$ cat config.mk
export PLATFORM = sky130hd
export DESIGN_NAME = ring_buffer_deque
export DESIGN_NICKNAME = d
export VERILOG_FILES = /design/src/hdl/rbd_pkg.sv /design/src/hdl/rbd_ram.sv /design/src/hdl/rbd_ctrl.sv /design/src/hdl/rbd_datapath.sv /design/src/hdl/ring_buffer_deque.sv
export SDC_FILE = /design/constraint.sdc
export NUM_CORES = 1
export LEC_CHECK = 0
export ABC_AREA = 1
export BUFFER_PORTS_ARGS = -buffer_cell sky130_fd_sc_hd__buf_2
export CAP_MARGIN = 40
export CORE_MARGIN = 2
export CORE_UTILIZATION = 35
export CTS_CLUSTER_DIAMETER = 50
export DETAILED_ROUTE_END_ITERATION = 8
export PLACE_DENSITY = 0.55
export SLEW_MARGIN = 10
export SYNTH_ARGS = -nofsm -noshare
export SYNTH_HDL_FRONTEND = slang
export SYNTH_HIERARCHICAL = 1
export SYNTH_SLANG_ARGS = --single-unit
export TNS_END_PERCENT = 30
$ cat constraint.sdc
create_clock -name aclk -period 4.1 [get_ports aclk]
set_clock_uncertainty 0.2 [all_clocks]
set_input_delay 0.41 -clock aclk [delete_from_list [all_inputs] [get_ports aclk]]
set_output_delay 0.41 -clock aclk [all_outputs]
set_load 0.005 [all_outputs]
$ cat src/hdl/rbd_pkg.sv
// Package for the ring buffer deque: sizes, command and status codes, stream field
// positions, pointer helpers and the controller/datapath interface structs. No dependencies.
`default_nettype none

package rbd_pkg;

    // Storage sizes.
    localparam int CAPACITY      = 16;
    localparam int ELEMENT_WIDTH = 32;
    localparam int PTR_W         = $clog2(CAPACITY);
    localparam int CNT_W         = $clog2(CAPACITY + 1);

    // Fixed field widths on the stream ports.
    localparam int COMMAND_W      = 2;
    localparam int PUSH_VALUE_W   = 32;
    localparam int POPPED_VALUE_W = 32;
    localparam int STATUS_W       = 2;
    localparam int ENTRY_COUNT_W  = 5;

    // Stream data layout, first field in the lowest bits, padded to whole bytes.
    localparam int S_DATA_BITS     = COMMAND_W + PUSH_VALUE_W;
    localparam int S_TDATA_W       = ((S_DATA_BITS + 7) / 8) * 8;
    localparam int S_COMMAND_LSB   = 0;
    localparam int S_PUSH_LSB      = S_COMMAND_LSB + COMMAND_W;
    localparam int M_DATA_BITS     = POPPED_VALUE_W + STATUS_W + ENTRY_COUNT_W;
    localparam int M_TDATA_W       = ((M_DATA_BITS + 7) / 8) * 8;
    localparam int M_POPPED_LSB    = 0;
    localparam int M_STATUS_LSB    = M_POPPED_LSB + POPPED_VALUE_W;
    localparam int M_COUNT_LSB     = M_STATUS_LSB + STATUS_W;

    // Command codes.
    localparam logic [COMMAND_W-1:0] CMD_PUSH_BACK  = 2'd0;
    localparam logic [COMMAND_W-1:0] CMD_PUSH_FRONT = 2'd1;
    localparam logic [COMMAND_W-1:0] CMD_POP_BACK   = 2'd2;
    localparam logic [COMMAND_W-1:0] CMD_POP_FRONT  = 2'd3;

    // Status codes.
    localparam logic [STATUS_W-1:0] ST_DONE  = 2'd0;
    localparam logic [STATUS_W-1:0] ST_FULL  = 2'd1;
    localparam logic [STATUS_W-1:0] ST_EMPTY = 2'd2;

    localparam logic [PTR_W-1:0] PTR_LAST = PTR_W'(CAPACITY - 1);
    localparam logic [CNT_W-1:0] CNT_FULL = CNT_W'(CAPACITY);

    // Commands from the controller to the datapath.
    typedef struct packed {
        logic accept;    // a transaction is taken on the input channel
        logic load_now;  // result is known at acceptance; load the output register
        logic load_pop;  // memory read data is ready; load the output register
    } rbd_cmd_t;

    // Status from the datapath to the controller.
    typedef struct packed {
        logic pop_ok;    // the offered command is a pop that will succeed
    } rbd_stat_t;

    // Step a ring pointer forward, wrapping from the last slot to zero.
    function automatic logic [PTR_W-1:0] step_forward(input logic [PTR_W-1:0] p);
        return (p == PTR_LAST) ? '0 : p + PTR_W'(1);
    endfunction

    // Step a ring pointer backward, wrapping from zero to the last slot.
    function automatic logic [PTR_W-1:0] step_backward(input logic [PTR_W-1:0] p);
        return (p == '0) ? PTR_LAST : p - PTR_W'(1);
    endfunction

endpackage

`default_nettype wire

$ cat src/hdl/rbd_ram.sv
// Generic single-write, single-read RAM with a registered read port.
// No dependencies.
`default_nettype none

module rbd_ram #(
    parameter int WIDTH = 32,
    parameter int DEPTH = 16
) (
    input  wire logic                     aclk,
    input  wire logic                     we,
    input  wire logic [$clog2(DEPTH)-1:0] waddr,
    input  wire logic [WIDTH-1:0]         wdata,
    input  wire logic                     re,
    input  wire logic [$clog2(DEPTH)-1:0] raddr,
    output logic      [WIDTH-1:0]         rdata
);

    logic [WIDTH-1:0] mem [DEPTH];

    // Write port and registered read port.
    always_ff @(posedge aclk) begin
        if (we) begin
            mem[waddr] <= wdata;
        end
        if (re) begin
            rdata <= mem[raddr];
        end
    end

endmodule

`default_nettype wire

$ cat src/hdl/rbd_ctrl.sv
// Controller of the ring buffer deque: sequences acceptance, the memory read of a
// pop and the output valid flag. Depends on rbd_pkg.
`default_nettype none

module rbd_ctrl (
    input  wire logic             aclk,
    input  wire logic             aresetn,
    input  wire logic             s_tvalid,
    output logic                  s_tready,
    output logic                  m_tvalid,
    input  wire logic             m_tready,
    input  wire rbd_pkg::rbd_stat_t stat,
    output rbd_pkg::rbd_cmd_t     cmd
);

    typedef enum logic [0:0] {
        ST_IDLE,
        ST_POP_WAIT
    } state_t;

    state_t state_reg, state_next;
    logic   out_valid_reg, out_valid_next;
    logic   out_free;

    // The output register can take a result if empty or emptied in this cycle.
    assign out_free = !out_valid_reg || m_tready;
    assign s_tready = (state_reg == ST_IDLE) && out_free;

    // Command decode for the datapath.
    always_comb begin
        cmd.accept   = s_tvalid && s_tready;
        cmd.load_now = cmd.accept && !stat.pop_ok;
        cmd.load_pop = (state_reg == ST_POP_WAIT);
    end

    // Next state and output valid.
    always_comb begin
        state_next     = state_reg;
        out_valid_next = out_valid_reg;
        if (out_valid_reg && m_tready) begin
            out_valid_next = 1'b0;
        end
        case (state_reg)
            ST_IDLE: begin
                if (cmd.accept && stat.pop_ok) begin
                    state_next = ST_POP_WAIT;
                end
                if (cmd.load_now) begin
                    out_valid_next = 1'b1;
                end
            end
            ST_POP_WAIT: begin
                state_next     = ST_IDLE;
                out_valid_next = 1'b1;
            end
            default: begin
                state_next = ST_IDLE;
            end
        endcase
    end

    // State and registered output.
    always_ff @(posedge aclk) begin
        if (!aresetn) begin
            state_reg     <= ST_IDLE;
            out_valid_reg <= 1'b0;
        end else begin
            state_reg     <= state_next;
            out_valid_reg <= out_valid_next;
        end
    end

    assign m_tvalid = out_valid_reg;

endmodule

`default_nettype wire

$ cat src/hdl/rbd_datapath.sv
// Datapath of the ring buffer deque: pointers, count, element store and result register.
// Depends on rbd_pkg and rbd_ram.
`default_nettype none

module rbd_datapath (
    input  wire logic                                aclk,
    input  wire logic                                aresetn,
    input  wire logic [rbd_pkg::COMMAND_W-1:0]       command,
    input  wire logic [rbd_pkg::PUSH_VALUE_W-1:0]    push_value,
    input  wire rbd_pkg::rbd_cmd_t                   cmd,
    output rbd_pkg::rbd_stat_t                       stat,
    output logic      [rbd_pkg::POPPED_VALUE_W-1:0]  popped_value,
    output logic      [rbd_pkg::STATUS_W-1:0]        status,
    output logic      [rbd_pkg::ENTRY_COUNT_W-1:0]   entry_count
);

    logic [rbd_pkg::PTR_W-1:0] front_reg, front_next;
    logic [rbd_pkg::PTR_W-1:0] back_reg, back_next;
    logic [rbd_pkg::CNT_W-1:0] count_reg, count_next;

    logic [rbd_pkg::POPPED_VALUE_W-1:0] popped_reg, popped_next;
    logic [rbd_pkg::STATUS_W-1:0]       status_reg, status_next;
    logic [rbd_pkg::CNT_W-1:0]          ocount_reg, ocount_next;

    logic                               is_push, is_full, is_empty;
    logic                               ram_we, ram_re;
    logic [rbd_pkg::PTR_W-1:0]          ram_waddr, ram_raddr;
    logic [rbd_pkg::ELEMENT_WIDTH-1:0]  ram_wdata, ram_rdata;
    logic [rbd_pkg::STATUS_W-1:0]       now_status;

    // Command classification against the current fill level.
    assign is_push     = (command == rbd_pkg::CMD_PUSH_BACK) ||
                         (command == rbd_pkg::CMD_PUSH_FRONT);
    assign is_full     = (count_reg == rbd_pkg::CNT_FULL);
    assign is_empty    = (count_reg == '0);
    assign stat.pop_ok = !is_push && !is_empty;
    assign ram_wdata   = rbd_pkg::ELEMENT_WIDTH'(push_value);

    // Pointer, count and memory access for the accepted command.
    always_comb begin
        front_next = front_reg;
        back_next  = back_reg;
        count_next = count_reg;
        ram_we     = 1'b0;
        ram_re     = 1'b0;
        ram_waddr  = back_reg;
        ram_raddr  = front_reg;
        now_status = rbd_pkg::ST_DONE;
        if (is_push && is_full) begin
            now_status = rbd_pkg::ST_FULL;
        end else if (!is_push && is_empty) begin
            now_status = rbd_pkg::ST_EMPTY;
        end
        if (cmd.accept && now_status == rbd_pkg::ST_DONE) begin
            case (command)
                rbd_pkg::CMD_PUSH_BACK: begin
                    ram_we     = 1'b1;
                    ram_waddr  = back_reg;
                    back_next  = rbd_pkg::step_forward(back_reg);
                    count_next = count_reg + rbd_pkg::CNT_W'(1);
                end
                rbd_pkg::CMD_PUSH_FRONT: begin
                    ram_we     = 1'b1;
                    front_next = rbd_pkg::step_backward(front_reg);
                    ram_waddr  = front_next;
                    count_next = count_reg + rbd_pkg::CNT_W'(1);
                end
                rbd_pkg::CMD_POP_BACK: begin
                    ram_re     = 1'b1;
                    back_next  = rbd_pkg::step_backward(back_reg);
                    ram_raddr  = back_next;
                    count_next = count_reg - rbd_pkg::CNT_W'(1);
                end
                rbd_pkg::CMD_POP_FRONT: begin
                    ram_re     = 1'b1;
                    ram_raddr  = front_reg;
                    front_next = rbd_pkg::step_forward(front_reg);
                    count_next = count_reg - rbd_pkg::CNT_W'(1);
                end
                default: begin
                    count_next = count_reg;
                end
            endcase
        end
    end

    // Result register: loaded at acceptance for pushes and refusals, or from the
    // memory read data in the cycle after a successful pop is accepted.
    always_comb begin
        popped_next = popped_reg;
        status_next = status_reg;
        ocount_next = ocount_reg;
        if (cmd.load_now) begin
            popped_next = '0;
            status_next = now_status;
            ocount_next = count_next;
        end else if (cmd.load_pop) begin
            popped_next = rbd_pkg::POPPED_VALUE_W'(ram_rdata);
            status_next = rbd_pkg::ST_DONE;
            ocount_next = count_reg;
        end
    end

    // Control state with reset.
    always_ff @(posedge aclk) begin
        if (!aresetn) begin
            front_reg <= '0;
            back_reg  <= '0;
            count_reg <= '0;
        end else begin
            front_reg <= front_next;
            back_reg  <= back_next;
            count_reg <= count_next;
        end
    end

    // Result payload, no reset needed.
    always_ff @(posedge aclk) begin
        popped_reg <= popped_next;
        status_reg <= status_next;
        ocount_reg <= ocount_next;
    end

    rbd_ram #(
        .WIDTH (rbd_pkg::ELEMENT_WIDTH),
        .DEPTH (rbd_pkg::CAPACITY)
    ) u_store (
        .aclk  (aclk),
        .we    (ram_we),
        .waddr (ram_waddr),
        .wdata (ram_wdata),
        .re    (ram_re),
        .raddr (ram_raddr),
        .rdata (ram_rdata)
    );

    assign popped_value = popped_reg;
    assign status       = status_reg;
    assign entry_count  = rbd_pkg::ENTRY_COUNT_W'(ocount_reg);

endmodule

`default_nettype wire

$ cat src/hdl/ring_buffer_deque.sv
// Top level of the ring buffer deque: joins controller and datapath to the streams.
// Depends on rbd_pkg, rbd_ctrl and rbd_datapath.
//
//   Channel | Direction | Fields (lowest bit first)
//   s_      | input     | command, push_value
//   m_      | output    | popped_value, status, entry_count
//
// A push, a refused push and a refused pop load the result into the output register at the
// edge that accepts the command.
// A successful pop loads the result from the registered read port of the element store.
// A new command is taken whenever the block is not waiting on a pop read and the output
// register is empty or being drained in the same cycle; a stalled output holds the input.
// Reset clears pointers, count and valid flags; the element store is not cleared.
`default_nettype none

module ring_buffer_deque (
    input  wire logic                           aclk,
    input  wire logic                           aresetn,
    input  wire logic                           s_tvalid,
    output logic                                s_tready,
    // [1:0] command, [33:2] push_value, [39:34] zero
    input  wire logic [rbd_pkg::S_TDATA_W-1:0]  s_tdata,
    output logic                                m_tvalid,
    input  wire logic                           m_tready,
    // [31:0] popped_value, [33:32] status, [38:34] entry_count, [39] zero
    output logic      [rbd_pkg::M_TDATA_W-1:0]  m_tdata
);

    rbd_pkg::rbd_cmd_t  cmd;
    rbd_pkg::rbd_stat_t stat;

    logic [rbd_pkg::COMMAND_W-1:0]      command;
    logic [rbd_pkg::PUSH_VALUE_W-1:0]   push_value;
    logic [rbd_pkg::POPPED_VALUE_W-1:0] popped_value;
    logic [rbd_pkg::STATUS_W-1:0]       status;
    logic [rbd_pkg::ENTRY_COUNT_W-1:0]  entry_count;

    // Unpack the input transaction.
    assign command    = s_tdata[rbd_pkg::S_COMMAND_LSB +: rbd_pkg::COMMAND_W];
    assign push_value = s_tdata[rbd_pkg::S_PUSH_LSB +: rbd_pkg::PUSH_VALUE_W];

    rbd_ctrl u_ctrl (
        .aclk     (aclk),
        .aresetn  (aresetn),
        .s_tvalid (s_tvalid),
        .s_tready (s_tready),
        .m_tvalid (m_tvalid),
        .m_tready (m_tready),
        .stat     (stat),
        .cmd      (cmd)
    );

    rbd_datapath u_datapath (
        .aclk         (aclk),
        .aresetn      (aresetn),
        .command      (command),
        .push_value   (push_value),
        .cmd          (cmd),
        .stat         (stat),
        .popped_value (popped_value),
        .status       (status),
        .entry_count  (entry_count)
    );

    // Pack the result transaction, padding with zeros.
    assign m_tdata = rbd_pkg::M_TDATA_W'({entry_count, status, popped_value});

endmodule

`default_nettype wire

==> results of run 1 <==
## power by group through the flow
stage                     Clock, W  Combinational (W)  Sequential [W]
after global routing       0.00676            0.00264         0.00707
final                      0.00638            0.00237         0.00705
after detailed placement         0            0.00234         0.00717
after global placement           0            0.00229         0.00717
after floorplan                  0            0.00158         0.00716
after CTS                  0.00652            0.00238         0.00705
## how the worst max path moves through the flow
stage	end	slack (ns)
2_1_floorplan	u_datapath/u_store/mem[12][0]$_DFFE_PP_	0.57
3_3_place_gp	u_datapath/u_store/rdata[16]$_DFFE_PP_	0.64
3_5_place_dp	u_datapath/u_store/rdata[19]$_DFFE_PP_	0.73
4_1_cts	u_datapath/u_store/rdata[16]$_DFFE_PP_	0.89
5_1_grt	u_datapath/u_store/rdata[19]$_DFFE_PP_	0.66
6_report	u_datapath/u_store/rdata[18]$_DFFE_PP_	0.80
## cell type report
type	instances	area (µm²)	area share, %
diodes	1	2.502	0.008292
clock buffers	87	1922	6.368
clock inverters	46	479.2	1.588
inverters	428	1614	5.348
multi-input cells	1364	6077	20.14
flip-flops and latches	598	17490	57.95
well taps	959	1200	3.976
repair buffers	158	1396	4.627
## cells in the mapped netlist
| cell | count |
|---|---|
| nand2_1 | 758 |
| edfxtp_1 | 551 |
| inv_1 | 421 |
| nand3_1 | 405 |
| nor2_1 | 110 |
| dfxtp_1 | 47 |
| buf_2 | 41 |
| o21ai_0 | 40 |
| buf_6 | 29 |
| clkbuf_1 | 22 |
| buf_1 | 16 |
| buf_4 | 10 |
| nand2_2 | 8 |
| ha_1 | 7 |
| inv_2 | 6 |
| o21ai_1 | 5 |
| xor2_1 | 5 |
| a21oi_1 | 4 |
| nor2_4 | 4 |
| xnor2_1 | 4 |
| nand3b_1 | 3 |
| nand4_1 | 3 |
| nor2_2 | 3 |
| nand3_2 | 2 |
| buf_12 | 1 |
| clkbuf_2 | 1 |
| conb_1 | 1 |
| fa_1 | 1 |
| inv_4 | 1 |
| nand2_4 | 1 |
## stage by stage
| stage | worst slack, ns | instance area [µm²] | hold slack, ns | power [W] |
|---|---|---|---|---|
| after floorplan | 0.5658 | 25780 | 0.2474 | 0.008735 |
| after detailed placement | 0.7300 | 27420 | 0.2620 | 0.009509 |
| after CTS | 0.8943 | 30180 | 0.04627 | 0.01595 |
| after global placement | 0.6367 | 27370 | 0.2530 | 0.009454 |
| after global routing | 0.6589 | 30180 | 0.1142 | 0.01647 |
| final | 0.8043 | 30180 | 0.06630 | 0.01580 |
## worst min-delay path, stage by stage
cell	delay, ns
buf_2	0.08
inv_1	0.04
nand2_2	0.06
nand2_2	0.05
inv_2	0.06
nand2_2	0.06
nor2_1	0.08
## routing by layer
| metal | part of all wire [%] | track usage [%] | wire [µm] |
|---|---|---|---|
| met5 | 0.047 | 0 | 30 |
| met2 | 47 | 28.07 | 30340 |
| met4 | 2.7 | 6.031 | 1724 |
| met1 | 45 | 22.60 | 28660 |
| met3 | 5.7 | 2.853 | 3641 |
## timing repair
item                                    4_1_cts  5_1_grt
hold endpoints to repair                    521        0
endpoints found under the setup margin        0        0
hold buffers                                 36        0
setup buffers                                 0        0
## cells by family after synthesis
logic type / Yosys count / share of synthesized area [%]
fa+ha+maj: 8 / 0.4174
other cells: 1 / 0.01455
flops: 598 / 67.84
compound gates: 49 / 0.9513
xor+xnor: 9 / 0.3058
buf+inv: 548 / 9.247
simple gates: 1297 / 21.23
==> impl_metrics.py, run 1 <==
metrics = {
    "cts": {
        "cts_root_buffer": "clkbuf_16",
        "htree_num_levels": 3,
        "cts_resized": 0,
        "clkSlewWorstSetupHoldPaths_ns": 0.06,
        "cts_buffer_depth": 3,
        "clock-sinks": 598,
        "cts_buffers": 74,
        "cts_tree": "yes",
        "clk_latency_ns": 0.62,
    },
    "worst_setup_path": {
        "reg2reg_depth": 13,
        "crit_top_cell": "nand3_1",
        "cp_max_fo": 147,
        "crit_cells": 13,
        "worstSetupStartpoint": "u_datapath/count_reg[0]$_SDFF_PN0_",
        "worstPathArrival_ns": 3.47,
        "max_stage_delay_ns": 0.51,
        "path_cells": "nor2_2 -> nand3_1 -> nand2_1 -> nor2_4 -> nand2_2 -> nor2_1 -> a21oi_4 -> buf_12 -> nand2_1 -> nand3_1 -> nand3_1 -> nand3_1 -> nand2_1",
        "crit_slowest_cell": "buf_12",
        "worstSetupEndpointType": "flip-flop",
        "rrSetupSlack_ns": 0.80,
        "worstSetupStartpointType": "flip-flop",
        "worst-path-buf-inv": 1,
        "critical_path_class": "reg2reg",
        "cp_top_family": "simple AND/OR/NAND/NOR gates",
        "reg2reg_to": "u_datapath/u_store/rdata[18]$_DFFE_PP_",
        "r2r-start": "u_datapath/count_reg[0]$_SDFF_PN0_",
        "worstPathRequired_ns": 4.27,
    },
    "global_routing": {
        "grt_pass1_vias": 16391,
        "grt_use_total_pct": 16.99,
        "grt_pass1_wl_um": 97170,
        "grt_max_degree": 148,
        "overflow": 0,
        "antenna_found_initial": 5,
    },
    "routing": {
        "postRouteWirelength_um": 64400,
        "drc_errors": 0,
        "wl_per_cell_um": 17.69,
        "ant_nets": 0,
        "via_count": 17267,
        "drt-vias-per-instance": 4.742,
        "drtIter0Drc": 1220,
        "first_pass_iters": 5,
    },
    "flow_run": {
        "drv_cap": 0,
    },
    "floorplan": {
        "start_util_pct": 35.33,
        "die_x_um": 275.4,
        "coreArea_um2": 72960,
        "row_count": 99,
        "dieArea_um2": 75840,
        "ioPinCount": 86,
        "die_h_um": 275.4,
    },
    "power_and_ir_drop": {
        "vdd_ir_drop_max_mv": 0.3310,
        "combPwrFrac_pct": 15.0,
        "switching_share_pct": 27.10,
        "p_leak_nw": 12.74,
        "p_per_area_nw_per_um2": 523.5,
        "pwr-share-seq_pct": 44.6,
        "clock_power_share_pct": 40.4,
        "p_sw_w": 0.004281,
        "internal_power_w": 0.01152,
    },
    "yosys": {
        "ys_ff_latch": 598,
        "seq_area_frac_synth_pct": 67.84,
        "avgSynthCellArea_um2": 10.27,
        "syn_nets": 2562,
        "synth.area.top_cells": "edfxtp_1 64%, nand2_1 11%, nand3_1 7.9%, inv_1 6.1%, dfxtp_1 3.7%",
        "post_synth_inst_count": 2510,
        "netlist.area_leader.share_pct": 64.19,
        "synth_top_cell_by_area": "edfxtp_1",
        "yosysUniqueCellTypes": 30,
        "synth_warnings": 6,
        "synth_area_um2": 25780,
    },
    "worst_hold_path": {
        "hold_depth": 7,
        "min_to": "u_ctrl/state_reg$_SDFF_PP0_",
        "hp-class": "in2reg",
        "worstHoldStart": "m_tready",
    },
    "timing": {
        "fmax_mhz": 303.4,
        "worst_slew_pin_slew_ns": 0.8028,
        "slew_headroom_pct": 46.48,
        "hold_violations": 0,
        "slew_violations": 0,
        "setup_viol": 0,
        "rsz0062_at_grt": "false",
        "period_needed_ns": 3.296,
        "fin_tns_setup_ns": 0,
        "fin_crit_sh_pct": 80.38,
    },
    "placement": {
        "gp_routability_congestion": 0.7983,
        "hpwl_um": 33330,
        "dp.cells": 3471,
        "port_buffers": 78,
    },
    "status": {
        "status": "finished, final reports clean",
    },
    "cells_and_area": {
        "layout.cells.non_filler": 3641,
        "most-common-layout-cells": "758 x nand2_1, 551 x edfxtp_1, 418 x inv_1, 405 x nand3_1, 94 x nor2_1",
        "layout_commonest_cell": "nand2_1",
        "num-nets-final": 2676,
        "area_growth_pct": 17.08,
        "final_util_pct": 41.36,
        "drive_gt1_share_pct": 10.41,
        "filler_cell_count": 6811,
        "top_register": "u_datapath/u_store/mem",
        "largest_register_ffs": 512,
    },
}
Note: power is estimated with default switching activity, not from simulation.
==> run 2: changes to the inputs <==
clock period = 3.4 ns   (was 4.1 ns; I/O delays follow)
==> impl_metrics.py, run 2 (synthesis gave the netlist of run 1 again) <==
metrics = {
    "cts": {
        "post_cts.repair.setup_buffers": 0,
        "clock-sinks": 598,
        "cts_buffers": 74,
        "clkSlewWorstSetupHoldPaths_ns": 0.05,
        "clk_latency_ns": 0.60,
        "cts_buffer_depth": 3,
        "cts_root_buffer": "clkbuf_16",
        "cts_tree": "yes",
        "htree_num_levels": 3,
    },
    "power_and_ir_drop": {
        "p_leak_nw": 12.85,
        "p_per_area_nw_per_um2": 628.8,
        "power_w": 0.01910,
        "vdd_ir_drop_max_mv": 0.2845,
    },
    "timing": {
        "hold_violations": 0,
        "whs_ns": 0.1679,
        "slew_headroom_pct": 46.89,
        "rsz0062_at_grt": "false",
        "period_needed_ns": 3.016,
        "worst_slew_pin_slew_ns": 0.7958,
        "setup_viol": 0,
        "fmax_mhz": 331.6,
        "fin_crit_sh_pct": 88.70,
        "slew_violations": 0,
    },
    "placement": {
        "hpwl_um": 34000,
        "gp_routability_congestion": 0.7504,
        "port_buffers": 78,
        "dp.cells": 3480,
    },
    "routing": {
        "drc_errors": 0,
        "wl_per_cell_um": 17.45,
        "drt-vias-per-instance": 4.702,
        "ant_nets": 0,
        "drtIter0Drc": 1115,
        "first_pass_iters": 5,
        "via_count": 17170,
        "postRouteWirelength_um": 63740,
    },
    "global_routing": {
        "grt_pass1_vias": 16454,
        "overflow": 0,
        "grt_use_total_pct": 16.92,
        "grt_pass1_wl_um": 96530,
        "antenna_found_initial": 3,
        "grt_max_degree": 129,
    },
    "cells_and_area": {
        "layout.cells.non_filler": 3652,
        "antennaDiodeCount": 0,
        "largest_register_ffs": 512,
        "num-nets-final": 2687,
        "layout_commonest_cell": "nand2_1",
        "most-common-layout-cells": "758 x nand2_1, 551 x edfxtp_1, 418 x inv_1, 405 x nand3_1, 94 x nor2_1",
        "final_util_pct": 41.63,
        "drive_gt1_share_pct": 11.03,
        "top_register": "u_datapath/u_store/mem",
        "area_growth_pct": 17.82,
    },
    "worst_setup_path": {
        "cp_max_fo": 48,
        "worstPathRequired_ns": 3.51,
        "crit_top_cell": "nand3_1",
        "critical_path_class": "reg2reg",
        "max_stage_delay_ns": 0.48,
        "crit_slowest_cell": "dfxtp_1",
        "worst-path-buf-inv": 3,
        "cp_top_family": "simple AND/OR/NAND/NOR gates",
        "worstSetupStartpointType": "flip-flop",
        "worstSetupEndpointType": "flip-flop",
        "path_cells": "nor2_2 -> nand3_1 -> nand2_1 -> nor2_4 -> nand2_2 -> nor2_1 -> a21oi_4 -> buf_12 -> inv_6 -> buf_12 -> nand2_1 -> nand3_1 -> nand3_1 -> nand3_1 -> nand2_1",
        "worstPathArrival_ns": 3.12,
    },
    "floorplan": {
        "die_x_um": 275.4,
        "row_count": 99,
        "start_util_pct": 35.33,
        "dieArea_um2": 75840,
        "coreArea_um2": 72960,
        "ioPinCount": 86,
        "die_h_um": 275.4,
    },
    "status": {
        "status": "finished, final reports clean",
    },
    "worst_hold_path": {
        "hp-class": "in2reg",
    },
    "flow_run": {
        "drv_cap": 0,
    },
}
==> run 2: changes by cell type in the layout (fill, tap and decap cells not counted), moves of 4 or more <==
cell,change
buf_12,+7
buf_4,+4
clkbuf_8,+8
clkinv_1,-10
==> run 2: layout make-up <==
type,count,area (µm²)
clock buffer,100,2115
multi-input combinational,1364,6077
inverter,428,1614
timing repair buffer,169,1544
clock inverter,34,334.1
tap,959,1200
sequential,598,17490
fill,6752,42590
==> run 2: per-layer routing <==
| metal | GRT usage (%) | wire length (µm) | vias to the layer above |
|---|---|---|---|
| met3 | 2.627 | 3380 | 107 |
| met4 | 5.733 | 1514 | 4 |
| met1 | 22.86 | 29030 | 8242 |
| li1 | - | - | 8361 |
| met5 | 0 | 24 | - |
| met2 | 27.81 | 29800 | 456 |
==> run 2: repair_timing <==
item / CTS / global route
resized for setup: 0 / 0
setup endpoints to repair: 0 / 0
endpoints found under the hold margin: 521 / 0
hold buffers: 38 / 0
==> run 2: where the power goes <==
part	switching (W)	leakage (nW)	internal (W)
registers	0.000122	5.36	0.00838
logic	0.00196	6.29	0.000915
clock network	0.00301	1.20	0.00471
total	0.00510	12.9	0.0140
==> run 2: path summary, 6_finish.rpt <==
path                                         start                                 endpoint  slack (ns)  cells past startpoint
max             u_datapath/count_reg[0]$_SDFF_PN0_   u_datapath/u_store/rdata[11]$_DFFE_PP_        0.38                     15
min                                     s_tdata[1]     u_datapath/front_reg[3]$_SDFFE_PN0P_        0.17                      6
max reg2reg     u_datapath/count_reg[0]$_SDFF_PN0_   u_datapath/u_store/rdata[11]$_DFFE_PP_        0.38                     15
min reg2reg  u_datapath/u_store/rdata[5]$_DFFE_PP_  u_datapath/popped_value[5]$_SDFFE_PP0P_        0.27                      2
==> run 2: through the flow <==
step,setup TNS (ns),cell area (µm²),worst slack [ns]
floorplan,-25.07,25780,-0.06416
global placement,0,27540,0.3623
detailed placement,0,27540,0.3547
CTS,0,30370,0.4269
global route,0,30370,0.1956
finish,0,30370,0.3842
==> run 2: tightest hold or removal path, stage by stage <==
cell and delay [ns]:
buf_2 0.19, nand2_1 0.15, nand2_1 0.07, nand2_1 0.06
nor2_1 0.04, nor2_1 0.08
